<file path="src/hdl/assert_macros.svh">
// ---------------------------------------------------------------------------
// Assertion macros
// Shorthand for clocked assertions that are disabled while reset is applied.
// The enclosing module must have clk_i and rst_ni.
// ---------------------------------------------------------------------------
`ifndef ASSERT_MACROS_SVH
`define ASSERT_MACROS_SVH

// Same-cycle implication.
`define GBN_ASSERT_IMP(lbl, ante, cons, msg) \
  lbl: assert property (@(posedge clk_i) disable iff (!rst_ni) (ante) |-> (cons)) \
    else $error(msg);

// Next-cycle implication.
`define GBN_ASSERT_NXT(lbl, ante, cons, msg) \
  lbl: assert property (@(posedge clk_i) disable iff (!rst_ni) (ante) |=> (cons)) \
    else $error(msg);

`endif

</file>
<file path="src/hdl/gbn_pkg.sv">
// ---------------------------------------------------------------------------
// Go-back-N endpoint package
// Beat types, event and action codes, and sequence arithmetic helpers.
// ---------------------------------------------------------------------------
package gbn_pkg;

  localparam int MAX_SEQUENCE    = 7;
  localparam int SEQ_MOD         = MAX_SEQUENCE + 1;
  localparam int SEQ_W           = $clog2(SEQ_MOD);
  localparam int SEQ_W1          = SEQ_W + 1;
  localparam int PACKET_BITS_DEF = 64;
  localparam int MAX_RESULTS     = 8;
  localparam int MAX_RESEND      = MAX_RESULTS - 1;

  localparam logic [SEQ_W-1:0] MAX_SEQ_V = SEQ_W'(MAX_SEQUENCE);

  // Event codes.
  localparam logic [2:0] REQ_PACKET       = 3'd0;
  localparam logic [2:0] REQ_PHY_READY    = 3'd1;
  localparam logic [2:0] REQ_FRAME        = 3'd2;
  localparam logic [2:0] REQ_DATA_TIMEOUT = 3'd3;
  localparam logic [2:0] REQ_ACK_TIMEOUT  = 3'd4;

  // Action codes.
  localparam logic [2:0] ACT_STATUS    = 3'd0;
  localparam logic [2:0] ACT_SEND_DATA = 3'd1;
  localparam logic [2:0] ACT_SEND_ACK  = 3'd2;
  localparam logic [2:0] ACT_DELIVER   = 3'd3;
  localparam logic [2:0] ACT_RELEASE   = 3'd4;

  typedef struct packed {
    logic [2:0]  req_type;
    logic [63:0] payload;
    logic        frame_is_data;
    logic [2:0]  frame_seq;
    logic [2:0]  peer_ack;
    logic        crc_ok;
  } req_t;

  typedef struct packed {
    logic [2:0]  action;
    logic [2:0]  out_seq;
    logic [2:0]  out_ack;
    logic [63:0] out_payload;
    logic [2:0]  release_count;
    logic        network_enable;
    logic        last;
  } res_t;

  typedef struct packed {
    logic             we;
    logic [SEQ_W-1:0] waddr;
    logic [SEQ_W-1:0] raddr;
  } mem_req_t;

  function automatic logic [SEQ_W-1:0] seq_inc(input logic [SEQ_W-1:0] s);
    return (s == MAX_SEQ_V) ? '0 : s + 1'b1;
  endfunction

  // Outgoing ack number: one behind the next expected inbound sequence.
  function automatic logic [SEQ_W-1:0] ack_of(input logic [SEQ_W-1:0] e);
    return (e == '0) ? MAX_SEQ_V : e - 1'b1;
  endfunction

  // True when lo <= x < hi in circular order.
  function automatic logic in_window(input logic [SEQ_W-1:0] lo,
                                     input logic [SEQ_W-1:0] x,
                                     input logic [SEQ_W-1:0] hi);
    return (lo <= x && x < hi) || (hi < lo && lo <= x) || (x < hi && hi < lo);
  endfunction

  // Circular distance from a forward to b.
  function automatic logic [SEQ_W-1:0] seq_dist(input logic [SEQ_W-1:0] a,
                                                input logic [SEQ_W-1:0] b);
    logic [SEQ_W:0] d;
    if (b >= a) begin
      d = {1'b0, b} - {1'b0, a};
    end else begin
      d = {1'b0, b} + SEQ_W1'(SEQ_MOD) - {1'b0, a};
    end
    return SEQ_W'(d);
  endfunction

endpackage

</file>
<file path="src/hdl/gbn_store.sv">
// ---------------------------------------------------------------------------
// Outbound frame store
// One write port and one read port; read data is registered.
// ---------------------------------------------------------------------------
module gbn_store #(
  parameter int PACKET_BITS = gbn_pkg::PACKET_BITS_DEF
) (
  input  logic                   clk_i,
  input  gbn_pkg::mem_req_t      mem_req_i,
  input  logic [PACKET_BITS-1:0] wdata_i,
  output logic [PACKET_BITS-1:0] rdata_o
);
  import gbn_pkg::*;

  logic [PACKET_BITS-1:0] mem [SEQ_MOD];
  logic [PACKET_BITS-1:0] rdata_q;

  always_ff @(posedge clk_i) begin
    if (mem_req_i.we) begin
      mem[mem_req_i.waddr] <= wdata_i;
    end
    rdata_q <= mem[mem_req_i.raddr];
  end

  assign rdata_o = rdata_q;

endmodule

</file>
<file path="src/hdl/gbn_ctrl.sv">
// ---------------------------------------------------------------------------
// Go-back-N event sequencer
// Holds the window state, steps through one event and emits its beats.
// ---------------------------------------------------------------------------
module gbn_ctrl #(
  parameter int PACKET_BITS = gbn_pkg::PACKET_BITS_DEF
) (
  input  logic                   clk_i,
  input  logic                   rst_ni,
  input  logic                   start,
  output logic                   busy,
  input  gbn_pkg::req_t          req_i,
  output logic                   res_valid_o,
  output gbn_pkg::res_t          res_o,
  output gbn_pkg::mem_req_t      mem_req_o,
  output logic [PACKET_BITS-1:0] wdata_o,
  input  logic [PACKET_BITS-1:0] rdata_i
);
  import gbn_pkg::*;

  localparam logic [2:0] ST_IDLE   = 3'd0;
  localparam logic [2:0] ST_EXEC   = 3'd1;
  localparam logic [2:0] ST_REL    = 3'd2;
  localparam logic [2:0] ST_RESEND = 3'd3;
  localparam logic [2:0] ST_STATUS = 3'd4;

  logic [2:0]       state_q, state_d;
  req_t             req_q, req_d;
  logic [SEQ_W-1:0] nts_q, nts_d;
  logic [SEQ_W-1:0] oldest_q, oldest_d;
  logic [SEQ_W-1:0] exp_q, exp_d;
  logic [SEQ_W-1:0] oc_q, oc_d;
  logic [SEQ_W-1:0] rem_q, rem_d;
  logic             link_q, link_d;

  logic [PACKET_BITS-1:0] word;
  logic [SEQ_W-1:0]       fack;
  logic [SEQ_W:0]         rel_n;
  logic [SEQ_W-1:0]       resend_n;
  logic                   deliver;

  assign word     = PACKET_BITS'(req_q.payload);
  assign fack     = SEQ_W'(req_q.peer_ack);
  assign rel_n    = {1'b0, seq_dist(oldest_q, fack)} + 1'b1;
  assign resend_n = (int'(oc_q) > MAX_RESEND) ? SEQ_W'(MAX_RESEND) : oc_q;
  assign deliver  = req_q.frame_is_data && (SEQ_W'(req_q.frame_seq) == exp_q);
  assign wdata_o  = word;
  assign busy     = (state_q != ST_IDLE);

  always_comb begin
    state_d     = state_q;
    req_d       = req_q;
    nts_d       = nts_q;
    oldest_d    = oldest_q;
    exp_d       = exp_q;
    oc_d        = oc_q;
    rem_d       = rem_q;
    link_d      = link_q;
    res_valid_o = 1'b0;
    res_o       = '0;
    mem_req_o   = '0;

    unique case (state_q)
      ST_IDLE: begin
        if (start) begin
          req_d   = req_i;
          state_d = ST_EXEC;
        end
      end
      ST_EXEC: begin
        state_d = ST_STATUS;
        unique case (req_q.req_type)
          REQ_PACKET: begin
            if (oc_q < MAX_SEQ_V) begin
              mem_req_o.we      = 1'b1;
              mem_req_o.waddr   = nts_q;
              res_valid_o       = 1'b1;
              res_o.action      = ACT_SEND_DATA;
              res_o.out_seq     = 3'(nts_q);
              res_o.out_ack     = 3'(ack_of(exp_q));
              res_o.out_payload = 64'(word);
              oc_d              = oc_q + 1'b1;
              nts_d             = seq_inc(nts_q);
              link_d            = 1'b0;
            end
          end
          REQ_PHY_READY: begin
            link_d = 1'b1;
          end
          REQ_FRAME: begin
            if (req_q.crc_ok) begin
              if (deliver) begin
                res_valid_o       = 1'b1;
                res_o.action      = ACT_DELIVER;
                res_o.out_payload = 64'(word);
                exp_d             = seq_inc(exp_q);
              end
              state_d = ST_REL;
            end
          end
          REQ_DATA_TIMEOUT: begin
            // Rewind and prefetch the oldest outstanding word.
            nts_d           = oldest_q;
            mem_req_o.raddr = oldest_q;
            rem_d           = resend_n;
            if (resend_n != '0) begin
              state_d = ST_RESEND;
            end
          end
          REQ_ACK_TIMEOUT: begin
            res_valid_o   = 1'b1;
            res_o.action  = ACT_SEND_ACK;
            res_o.out_ack = 3'(ack_of(exp_q));
            link_d        = 1'b0;
          end
          default: begin
          end
        endcase
      end
      ST_REL: begin
        // A cumulative ack releases everything up to and including it.
        if (in_window(oldest_q, fack, nts_q)) begin
          res_valid_o         = 1'b1;
          res_o.action        = ACT_RELEASE;
          res_o.out_seq       = 3'(oldest_q);
          res_o.release_count = 3'(rel_n);
          oldest_d            = seq_inc(fack);
          oc_d                = ({1'b0, oc_q} > rel_n) ? SEQ_W'({1'b0, oc_q} - rel_n) : '0;
        end
        state_d = ST_STATUS;
      end
      ST_RESEND: begin
        // The word for nts_q was read in the previous cycle.
        res_valid_o       = 1'b1;
        res_o.action      = ACT_SEND_DATA;
        res_o.out_seq     = 3'(nts_q);
        res_o.out_ack     = 3'(ack_of(exp_q));
        res_o.out_payload = 64'(rdata_i);
        link_d            = 1'b0;
        nts_d             = seq_inc(nts_q);
        mem_req_o.raddr   = seq_inc(nts_q);
        rem_d             = rem_q - 1'b1;
        if (rem_q == SEQ_W'(1)) begin
          state_d = ST_STATUS;
        end
      end
      ST_STATUS: begin
        res_valid_o          = 1'b1;
        res_o.action         = ACT_STATUS;
        res_o.network_enable = (oc_q < MAX_SEQ_V) && link_q;
        res_o.last           = 1'b1;
        state_d              = ST_IDLE;
      end
      default: begin
        state_d = ST_IDLE;
      end
    endcase
  end

  always_ff @(posedge clk_i or negedge rst_ni) begin
    if (!rst_ni) begin
      state_q  <= ST_IDLE;
      nts_q    <= '0;
      oldest_q <= '0;
      exp_q    <= '0;
      oc_q     <= '0;
      rem_q    <= '0;
      link_q   <= 1'b0;
    end else begin
      state_q  <= state_d;
      nts_q    <= nts_d;
      oldest_q <= oldest_d;
      exp_q    <= exp_d;
      oc_q     <= oc_d;
      rem_q    <= rem_d;
      link_q   <= link_d;
    end
  end

  always_ff @(posedge clk_i) begin
    req_q <= req_d;
  end

endmodule

</file>
<file path="src/hdl/go_back_n_link_endpoint_unit.sv">
// ---------------------------------------------------------------------------
// Go-back-N link endpoint
// An event steps through accept, execute and status; a good frame adds an ack
// check before status, and a data timeout adds a resend of N frames from the
// store at one per cycle (up to 7). Beats cannot be stalled.
// Reset clears the window state and link flag; the store is not cleared.
// ---------------------------------------------------------------------------
`include "assert_macros.svh"

module go_back_n_link_endpoint_unit #(
  parameter int PACKET_BITS = gbn_pkg::PACKET_BITS_DEF
) (
  input  logic          clk_i,
  input  logic          rst_ni,
  input  logic          start,
  output logic          busy,
  input  gbn_pkg::req_t req_i,
  output logic          res_valid_o,
  output gbn_pkg::res_t res_o
);
  import gbn_pkg::*;

  mem_req_t               mem_req;
  logic [PACKET_BITS-1:0] wdata;
  logic [PACKET_BITS-1:0] rdata;

  gbn_ctrl #(
    .PACKET_BITS(PACKET_BITS)
  ) u_ctrl (
    .clk_i      (clk_i),
    .rst_ni     (rst_ni),
    .start      (start),
    .busy       (busy),
    .req_i      (req_i),
    .res_valid_o(res_valid_o),
    .res_o      (res_o),
    .mem_req_o  (mem_req),
    .wdata_o    (wdata),
    .rdata_i    (rdata)
  );

  gbn_store #(
    .PACKET_BITS(PACKET_BITS)
  ) u_store (
    .clk_i    (clk_i),
    .mem_req_i(mem_req),
    .wdata_i  (wdata),
    .rdata_o  (rdata)
  );

  `GBN_ASSERT_NXT(a_start_busy, start && !busy, busy, "accepted event did not raise busy")
  `GBN_ASSERT_NXT(a_last_ends, res_valid_o && res_o.last, !busy, "status beat did not end event")
  `GBN_ASSERT_IMP(a_beat_busy, res_valid_o, busy, "result beat while idle")
  `GBN_ASSERT_IMP(a_enable_status, res_valid_o && !res_o.last, !res_o.network_enable,
                  "network enable on a non-status beat")

endmodule

</file>
<file path="config.mk">
export PLATFORM = sky130hd
export DESIGN_NAME = go_back_n_link_endpoint_unit
export DESIGN_NICKNAME = d
export VERILOG_FILES = /design/src/hdl/gbn_pkg.sv /design/src/hdl/gbn_store.sv /design/src/hdl/gbn_ctrl.sv /design/src/hdl/go_back_n_link_endpoint_unit.sv
export VERILOG_INCLUDE_DIRS = /design/src /design/src/hdl
export SDC_FILE = /design/constraint.sdc
export NUM_CORES = 1
export LEC_CHECK = 0
export ABC_AREA = 0
export ABC_CLOCK_PERIOD_IN_PS = 15700
export BUFFER_PORTS_ARGS = -buffer_cell sky130_fd_sc_hd__buf_2
export CAP_MARGIN = 10
export CORE_AREA = 2 2 292 294
export DETAILED_ROUTE_END_ITERATION = 10
export DIE_AREA = 0 0 294 296
export GPL_TIMING_DRIVEN = 0
export SLEW_MARGIN = 15
export SYNTH_ARGS = -nofsm -noshare
export SYNTH_HDL_FRONTEND = slang
export SYNTH_HIERARCHICAL = 1
export SYNTH_SLANG_ARGS = --single-unit
</file>
<file path="constraint.sdc">
create_clock -name clk_i -period 15.7 [get_ports clk_i]
set_clock_uncertainty 0.15 [all_clocks]
set_input_delay 1.57 -clock clk_i [delete_from_list [all_inputs] [get_ports clk_i]]
set_output_delay 1.57 -clock clk_i [all_outputs]
set_load 0.01 [all_outputs]
</file>
---- After elaboration in Yosys (flattened, before gate mapping) ----
Memories as Yosys holds them, arrays and structs flattened. A register that Yosys moved wholly into a read port is not among the register bits.
Index checks and enable logic that the tools add are counted.
word-level totals
  memories ................................ 1
  RAM bits ................................ 512
  memory bits (read-only) ................. 0
  word-level logic and storage cells ...... 129
  output and inout port bits .............. 80
  bits in latches ......................... 0
  flip-flop bits (word level) ............. 94
memories
  memory       depth  bits a word  read ports  clocked after Yosys merged registers in  write ports  line             RTL
  u_store.mem  8      64           1           1                                        1            gbn_store.sv:15  logic [PACKET_BITS-1:0] mem [SEQ_MOD];
operators by class
  multipliers ............................. 0
  divide/modulo/power cells ............... 0
  $add $sub $neg .......................... 11
  reductions and logical operators ........ 23
  equal/unequal tests ..................... 22
  muxes and demuxes ....................... 53
  shift operators ......................... 0
  bitwise logic cells ..................... 0
  $lt $le $gt $ge ......................... 6
operators by type and width
  cell                                                                    count
  67-bit case mux with 2 select lines                                     1
  64-bit 2-to-1 mux                                                       2
  64-bit case mux with 2 select lines                                     1
  71-bit 2-to-1 mux                                                       1
  3-bit 2-to-1 mux                                                        20
  3-bit case mux with 2 select lines                                      7
  3-bit case mux with 3 select lines                                      3
  3-bit by 1-bit adder with 3-bit output (second input constant)          5
  3-bit equality test (second input constant)                             5
  3-bit by 2-bit equality test with 1-bit output (second input constant)  4
  4-bit 2-to-1 mux                                                        3
  3-bit case mux with 4 select lines                                      1
  3-bit by 1-bit equality test with 1-bit output (second input constant)  3
  3-bit logical NOT                                                       3
  1-bit case mux with 3 select lines                                      3
  3-bit subtractor                                                        3
  2-bit AND reduction                                                     4
  4-bit AND reduction                                                     2
  1-bit 2-to-1 mux                                                        7
  3-bit < comparator                                                      2
  6-bit 2-to-1 mux                                                        1
  2-bit by 1-bit != test with 1-bit output (second input constant)        3
  2-bit != test (second input constant)                                   3
  3-bit AND reduction                                                     2
  17 further kinds                                                        26

---- Depth between registers and ports, before layout ----
Gate-level depths: netlist (run 1).
  depth after elaboration ................. 8
  depth in mapped cells ................... 12

---- By module ----
The synthesis (run 1) kept the hierarchy.
modules (own cells, without submodules)
  module     area an instance (um^2)  cells an instance  times used  sequential area each (um^2)
  gbn_store  20547.2                  816                1           16656.0
  gbn_ctrl   5182.5                   431                1           2727.6

---- Worst setup path after synthesis (run 1) ----
OpenSTA, ideal clock, no wires.
  path kind ............................... reg-to-reg
  from .................................... reg u_ctrl/req_q[72] (netlist bit)
  to ...................................... mem u_store/mem[4][0] (netlist bit), enable pin
  data required time ...................... 14985 ps
  path slack .............................. 9463 ps
  path buffers ............................ 1
  data arrival time ....................... 5522 ps
  cell stages (with the launch flop) ...... 7
  library setup time ...................... 565 ps
  cell sequence ........................... edfxtp_1 clkbuf_1 nor3_1 nand2_1 nor3_1 nand2_1 nor3_1
RTL lines
  element                   line             RTL
  start: declaration        gbn_ctrl.sv:28   req_t req_q, req_d;
  start signal: assignment  gbn_ctrl.sv:181  req_q <= req_d;
  end: declaration          gbn_store.sv:15

==> results.md, run 1 <==
* Outcome: finished clean
* Drt first pass iters at 5
* Vias in the first global route at 13300
* Tightest Pin Transition at 1.10 ns
* Largest net degree at the start of global routing at 22
* Resized Gates After CTS at 0
* Final WS setup at 9.86 ns
* Max-cap viol count at 0
* GR Util met1 at 19.6%
* CTS tree: yes
* Combinational family with the most area after synthesis: multiplexers
* Warnings, synthesis at 6
* Drt drc at 0
* Met2 GRT Util at 22.2%
* Wire length per cell at 22.8 um
* Crit path time final at 5.84 ns
* Chip Height at 296 um
* Compound-gate portion of the synthesized area at 3.55%
* Routability cong. at 0.763
* Worst setup EP type: output port
* WP data arrival at 4.12 ns
* Rel. slew slack at 26.3%
* Fin crit share at 37.2%
* Final Max Slew Viols at 0
* Site Rows at 107
* Post-synth EDFFs at 587
* Synth Flop Type: edfxtp_1
* Critical path class: reg2out
* CTS Hold Bufs at 0
* Final setup viols at 0
* Routed Wire Length at 60800 um
* Initial antenna violation count at 2
* Simple-gate share of the synthesized area at 1.72%
* Place WS at 10.43 ns
* FF+latch count, synth at 670
* Die area at 87000 sq um
* Mux contribution to synthesized area at 14.4%
* Core box area at 84200 sq um
* Clock slew at reported path FFs at 0.06 ns
* Final Net Count at 1624
* PortBufs at 157
* Io pins at 158
* First-pass GRT wire length at 88500 um
* Final Hold Fails at 0
* Syn_nets at 1350
* Pwr per Cell Area at 143 nW/um^2
* Share of cells above drive strength 1 at 38.5%
* Worst Path Max Fanout at 10
* Gr usage total at 13.9%
* Syn Area/Cell at 20.6 sq um
* Syn-to-layout area delta at 20.9%
* Count of unique library cells instantiated by Yosys at 59
* Register area share after synthesis at 75.3%
* Mapped Area at 25700 sq um
* CP required at 13.98 ns
* Clk sink count at 670
* Most frequent cells in the layout: 587 x edfxtp_1, 171 x buf_2, 128 x mux4_2
* Commonest non-fill, non-tap cell in the layout: edfxtp_1
* H-tree depth at 3
* Routed vias at 12800
* Maximum clock path buffer count at 3
* Clock latency on the worst-skew pair at 0.61 ns
* Xor/xnor share of the synthesized area at 0.238%
* Fmax at 171 MHz
* Post-DP HPWL at 40800 um
* Total CTS buffers at 71
* Adder-cell area share of the yosys netlist at 1.32%
* Startpoint Class: register
* Fin Setup TNS at 0 ns
* Met3 Use GR at 2.69%
* Cells after Synth at 1247
* DRT iter0 DRCs at 1033
* GRT Max-Usage Layer: met2
* Root Buffer: clkbuf_16
* Gr ovfl total at 0
* Lkg Pwr at 10.6 nW
* RSZ-0062 raised after global routing: no
* DIE WIDTH at 294 um
* Type of the worst min-delay path: reg2reg
* Asr flop ratio synth at 2.84%
* Post-CTS setup repair buffer count at 0
* ANT nets after route at 0
* Vias per inst at 4.79
* Starting Density at 30.6%
* Peak VDD IR at 0.0000866 V
## power breakdown
group,switching (mW),internal (mW)
sequential,0.0675,2.11
combinational,0.340,0.259
clock,0.685,0.969
total,1.09,3.34
## routing by layer
layer	vias up	part of all wire, %
met4	0	1.8
met1	6723	44
li1	5562	-
met2	416	47
met3	83	6.4
met5	-	0
## cells in the mapped netlist (2+ instances only)
library cell | number | area [sq um]
or3_1 | 2 | 12.5
a22oi_1 | 3 | 22.5
buf_4 | 67 | 503
nor2b_1 | 4 | 25.0
mux2i_1 | 5 | 50.1
dfxtp_1 | 64 | 1280
and3_2 | 2 | 15.0
xnor2_1 | 5 | 43.8
o21ai_0 | 9 | 45.0
ha_1 | 23 | 288
mux4_2 | 128 | 2880
fa_1 | 2 | 40.0
a21oi_1 | 14 | 70.1
and3_1 | 3 | 18.8
xor2_1 | 2 | 17.5
a21o_1 | 3 | 22.5
nor2_1 | 28 | 105
dfrtp_1 | 19 | 475
edfxtp_1 | 587 | 17600
nand2b_1 | 9 | 56.3
buf_2 | 14 | 70.1
buf_1 | 9 | 33.8
nor3_1 | 7 | 35.0
buf_6 | 12 | 135
clkbuf_1 | 18 | 67.6
or2_2 | 2 | 12.5
mux2_2 | 68 | 766
inv_1 | 22 | 82.6
o21a_1 | 2 | 15.0
o31a_1 | 2 | 17.5
nand4b_1 | 2 | 17.5
nand3_1 | 5 | 25.0
a221oi_1 | 2 | 17.5
a31oi_1 | 3 | 18.8
nand2_1 | 11 | 41.3
a22o_1 | 66 | 578
## registers in the layout (all words and copies together) (netlist names)
| register | count |
|---|---|
| u_ctrl/oc_q | 3 |
| u_ctrl/oldest_q | 3 |
| u_ctrl/nts_q | 3 |
| u_ctrl/state_q | 3 |
| u_store/mem | 512 |
| u_store/rdata_o | 64 |
| u_ctrl/wdata_o | 64 |
| u_ctrl/req_q | 8 |
| u_ctrl/exp_q | 3 |
| u_ctrl/rem_q | 3 |
| u_ctrl/link_q | 1 |
| u_ctrl/fack | 3 |
## cell families after synthesis
logic type / Yosys count
AND/OR/NAND/NOR: 85
adder cells (fa/ha/maj): 26
XOR/XNOR: 7
multiplexers: 201
AO/OA/AOI/OAI: 116
buffers and inverters: 142
flip-flops: 670
## critical path, cell delays in order, from the launching register on
cell,delay [ns]
dfrtp_1,0.46
nand2b_1,0.17
buf_2,0.19
nor2_1,0.40
clkbuf_1,0.80
clkbuf_1,0.89
a22o_1,0.42
buf_2,0.18
## metrics by stage
step,cell area (sq um),std cells,util [%],total power [mW],hold WS [ns]
5_1_grt,31100,2668,36.9,4.62,0.442
6_report,31100,2671,36.9,4.43,0.413
2_1_floorplan,25700,1247,-,2.61,0.305
3_3_place_gp,27900,2494,33.1,2.80,0.336
3_5_place_dp,28800,2538,34.2,2.82,0.395
4_1_cts,31100,2668,36.9,4.49,0.414
## worst paths after layout
path	start	end	slack (ns)	depth (start not counted)
max in group asynchronous	rst_ni	u_ctrl/exp_q[0]	14.29	1
worst max register to register	u_ctrl/req_q[72]	u_store/mem[4][19]	12.04	9
worst min register to register	u_ctrl/rem_q[2]	u_ctrl/rem_q[2]	0.41	1
worst max-delay path	u_ctrl/state_q[2]	res_o[68]	9.86	7
min in group asynchronous	rst_ni	u_ctrl/oldest_q[0]	0.77	1
worst min-delay path	u_ctrl/rem_q[2]	u_ctrl/rem_q[2]	0.41	1
## final cells by class
class / instances / area, sq um
fill: 7646 / 53100
timing repair buffer: 201 / 1610
inverter: 22 / 82.6
sequential: 670 / 19400
buffer: 120 / 810
tap: 1090 / 1360
clock inverter: 33 / 319
clock buffer: 97 / 2010
antenna: 3 / 7.51
multi-input combinational: 435 / 5520
Note: power is estimated with default switching activity, not from simulation.
==> run 2, diff against run 1 <==
--- a/config.mk
+++ b/config.mk
@@ -7,7 +7,7 @@
 export NUM_CORES = 1
 export LEC_CHECK = 0
 export ABC_AREA = 0
-export ABC_CLOCK_PERIOD_IN_PS = 15700
+export ABC_CLOCK_PERIOD_IN_PS = 5700
 export BUFFER_PORTS_ARGS = -buffer_cell sky130_fd_sc_hd__buf_2
 export CAP_MARGIN = 10
 export CORE_AREA = 2 2 292 294
==> constraint.sdc (replaced) <==
create_clock -name clk_i -period 5.7 [get_ports clk_i]
set_clock_uncertainty 0.15 [all_clocks]
set_input_delay 0.57 -clock clk_i [delete_from_list [all_inputs] [get_ports clk_i]]
set_output_delay 0.57 -clock clk_i [all_outputs]
set_load 0.01 [all_outputs]
==> run 2 against run 1 <==
  * Die area unchanged
  * Combinational power increased to 2.8 times the previous value
  * Design area is 2.3% higher
  * Critical path depth unchanged
  * Sequential share of layout area decreased by 1.4 points
  * Total power increased to 2.8 times the previous value
  * Via count increased by 1.7%
  * Sequential cell count unchanged
  * Highest routed layer is now met5
==> results.md, run 2 (synthesis gave the netlist of run 1 again) <==
* Outcome: finished clean
* Final Net Count at 1690
* Max reg flops at 512
* Drt drc at 0
* Starting Density at 30.6%
* Met1 Routed Length at 27600 um
* Crit path time final at 4.67 ns
* WP data arrival at 3.95 ns
* Syn-to-layout area delta at 23.6%
* Startpoint Class: register
* First-pass GRT wire length at 89300 um
* Maximum clock path buffer count at 3
* Worst setup EP type: output port
* Initial antenna violation count at 1
* Gate power share at 13.6%
* Root Buffer: clkbuf_16
* Worst Path Max Fanout at 10
* Fin crit share at 82.0%
* RSZ-0062 raised after global routing: no
* Int Pwr at 9.36 mW
* Slowest cell on crit path: clkbuf_1
* Switching Fraction at 24.8%
* Resized Gates After CTS at 0
* Diode count at 0
* Largest Register: u_store/mem
* Hold path start: req_i[65]
* Total CTS buffers at 74
* Max-cap viol count at 0
* Site Rows at 107
* Clock share of power at 38.0%
* CP Cell Sequence: nand2b_1 > buf_2 > nor2_1 > clkbuf_1 > clkbuf_1 > a22o_1 > buf_2
* Final core utilization at 37.8%
* Area post-placement at 28700 sq um
* Worst reg2reg startpoint: u_ctrl/req_q[72]
* Io pins at 158
* Clk sink count at 670
* Vias in the first global route at 13500
* Peak VDD IR at 0.000269 V
* Routability cong. at 0.790
* Critical path class: reg2out
* ANT nets after route at 0
* Type of the worst min-delay path: in2reg
* Clock slew at reported path FFs at 0.06 ns
* Switching power total at 3.09 mW
* DRT iter0 DRCs at 982
* Die area at 87000 sq um
* DIE WIDTH at 294 um
* Most frequent cells in the layout: 587 x edfxtp_1, 171 x buf_2, 128 x mux4_2
* DR WL met3 at 3410 um
* Rel. slew slack at 28.6%
* CP required at 4.98 ns
* Pwr per Cell Area at 391 nW/um^2
* Setup crit start: u_ctrl/state_q[2]
* Drt first pass iters at 7
* Final std cell area, no fill at 31800 sq um
* Max incr delay on CP at 0.85 ns
* Uppermost layer routed: met5
* CTS tree: yes
* Commonest non-fill, non-tap cell in the layout: edfxtp_1
* Seq pwr share at 48.3%
* Final Hold Fails at 0
* Share of cells above drive strength 1 at 36.9%
* Met2 WL post-DR at 28600 um
* Wire length per cell at 22.2 um
* Routed Wire Length at 60800 um
* Final Max Slew Viols at 0
* Lkg Pwr at 10.8 nW
* Fmax at 214 MHz
* Routed vias at 13000
* Largest net degree at the start of global routing at 23
* H-tree depth at 3
* Clock latency on the worst-skew pair at 0.62 ns
* Core box area at 84200 sq um
* Gr usage total at 14.0%
* Tightest Pin Transition at 1.07 ns
* PortBufs at 157
* Final setup viols at 0
* Vias per inst at 4.75
* Chip Height at 296 um
* Gr ovfl total at 0
* Post-DP HPWL at 39700 um
-- run 2: changes by cell type in the layout (fill, tap and decap cells not counted), moves of 5 or more --
cell | before | now
clkinv_1 | 17 | 5
buf_8 | 0 | 11
buf_12 | 5 | 15
buf_16 | 21 | 8
dlygate4sd3_1 | 0 | 72
clkinv_2 | 4 | 9
clkbuf_1 | 34 | 44
buf_4 | 81 | 67
-- run 2: power groups by stage --
stage / clock [mW] / combinational (mW) / sequential (mW)
2_1_floorplan: 0 / 1.13 / 6.05
4_1_cts: 4.86 / 1.72 / 6.02
3_3_place_gp: 0 / 1.55 / 6.16
3_5_place_dp: 0 / 1.67 / 6.12
6_report: 4.74 / 1.70 / 6.01
5_1_grt: 5.05 / 1.88 / 6.04
-- run 2: path summary, 6_finish.rpt --
path,cells past startpoint,slack (ns),endpoint
max,7,1.03,res_o[58]
min,1,0.05,u_ctrl/wdata_o[57]
max reg2reg,8,2.07,u_store/mem[3][19]
min reg2reg,2,0.38,u_ctrl/link_q
max in group asynchronous,2,4.74,u_ctrl/exp_q[2]
min in group asynchronous,2,0.30,u_ctrl/oc_q[1]
-- run 2: timing repair --
| action | in CTS | in global routing |
|---|---|---|
| setup endpoints to repair | 0 | 0 |
| endpoints found under the hold margin | 90 | 0 |
| buffers inserted | 0 | 0 |
| hold buffers | 72 | 0 |
-- run 2: area by class of cell --
cell class	count	area, sq um
well taps	1090	1360
multi-input cells	435	5530
clock buffers	108	2080
plain buffers	120	810
repair buffers	264	2200
clock inverters	29	358
inverters	22	82.6
fillers	7649	52400
flip-flops and latches	670	19400
-- run 2: worst max-delay path: cells and delay by family (launching register included) --
| family | cells | cell delay [ns] |
|---|---|---|
| DFF | 1 | 0.45 |
| AOI/OAI and AO/OA | 1 | 0.31 |
| and+or+nand+nor | 2 | 0.56 |
| buffers and inverters | 4 | 2.01 |
-- run 2: stage by stage --
step	worst slack, ns	hold slack, ns	power [mW]	TNS (ns)	cells
4_1_cts	0.880	0.00484	12.6	0	2738
2_1_floorplan	0.922	0.124	7.17	0	1247
3_5_place_dp	1.54	0.359	7.78	0	2529
6_report	1.03	0.0479	12.4	0	2738
3_3_place_gp	-2.61	0.337	7.70	-1341.45	2494
5_1_grt	0.814	0.00745	13.0	0	2738
-- run 2: routing by layer --
metal / vias up / GRT usage [%]
met2: 373 / 22.4
li1: 5692 / -
met1: 6851 / 19.6
met4: 2 / 3.38
met5: - / 0
met3: 81 / 2.88
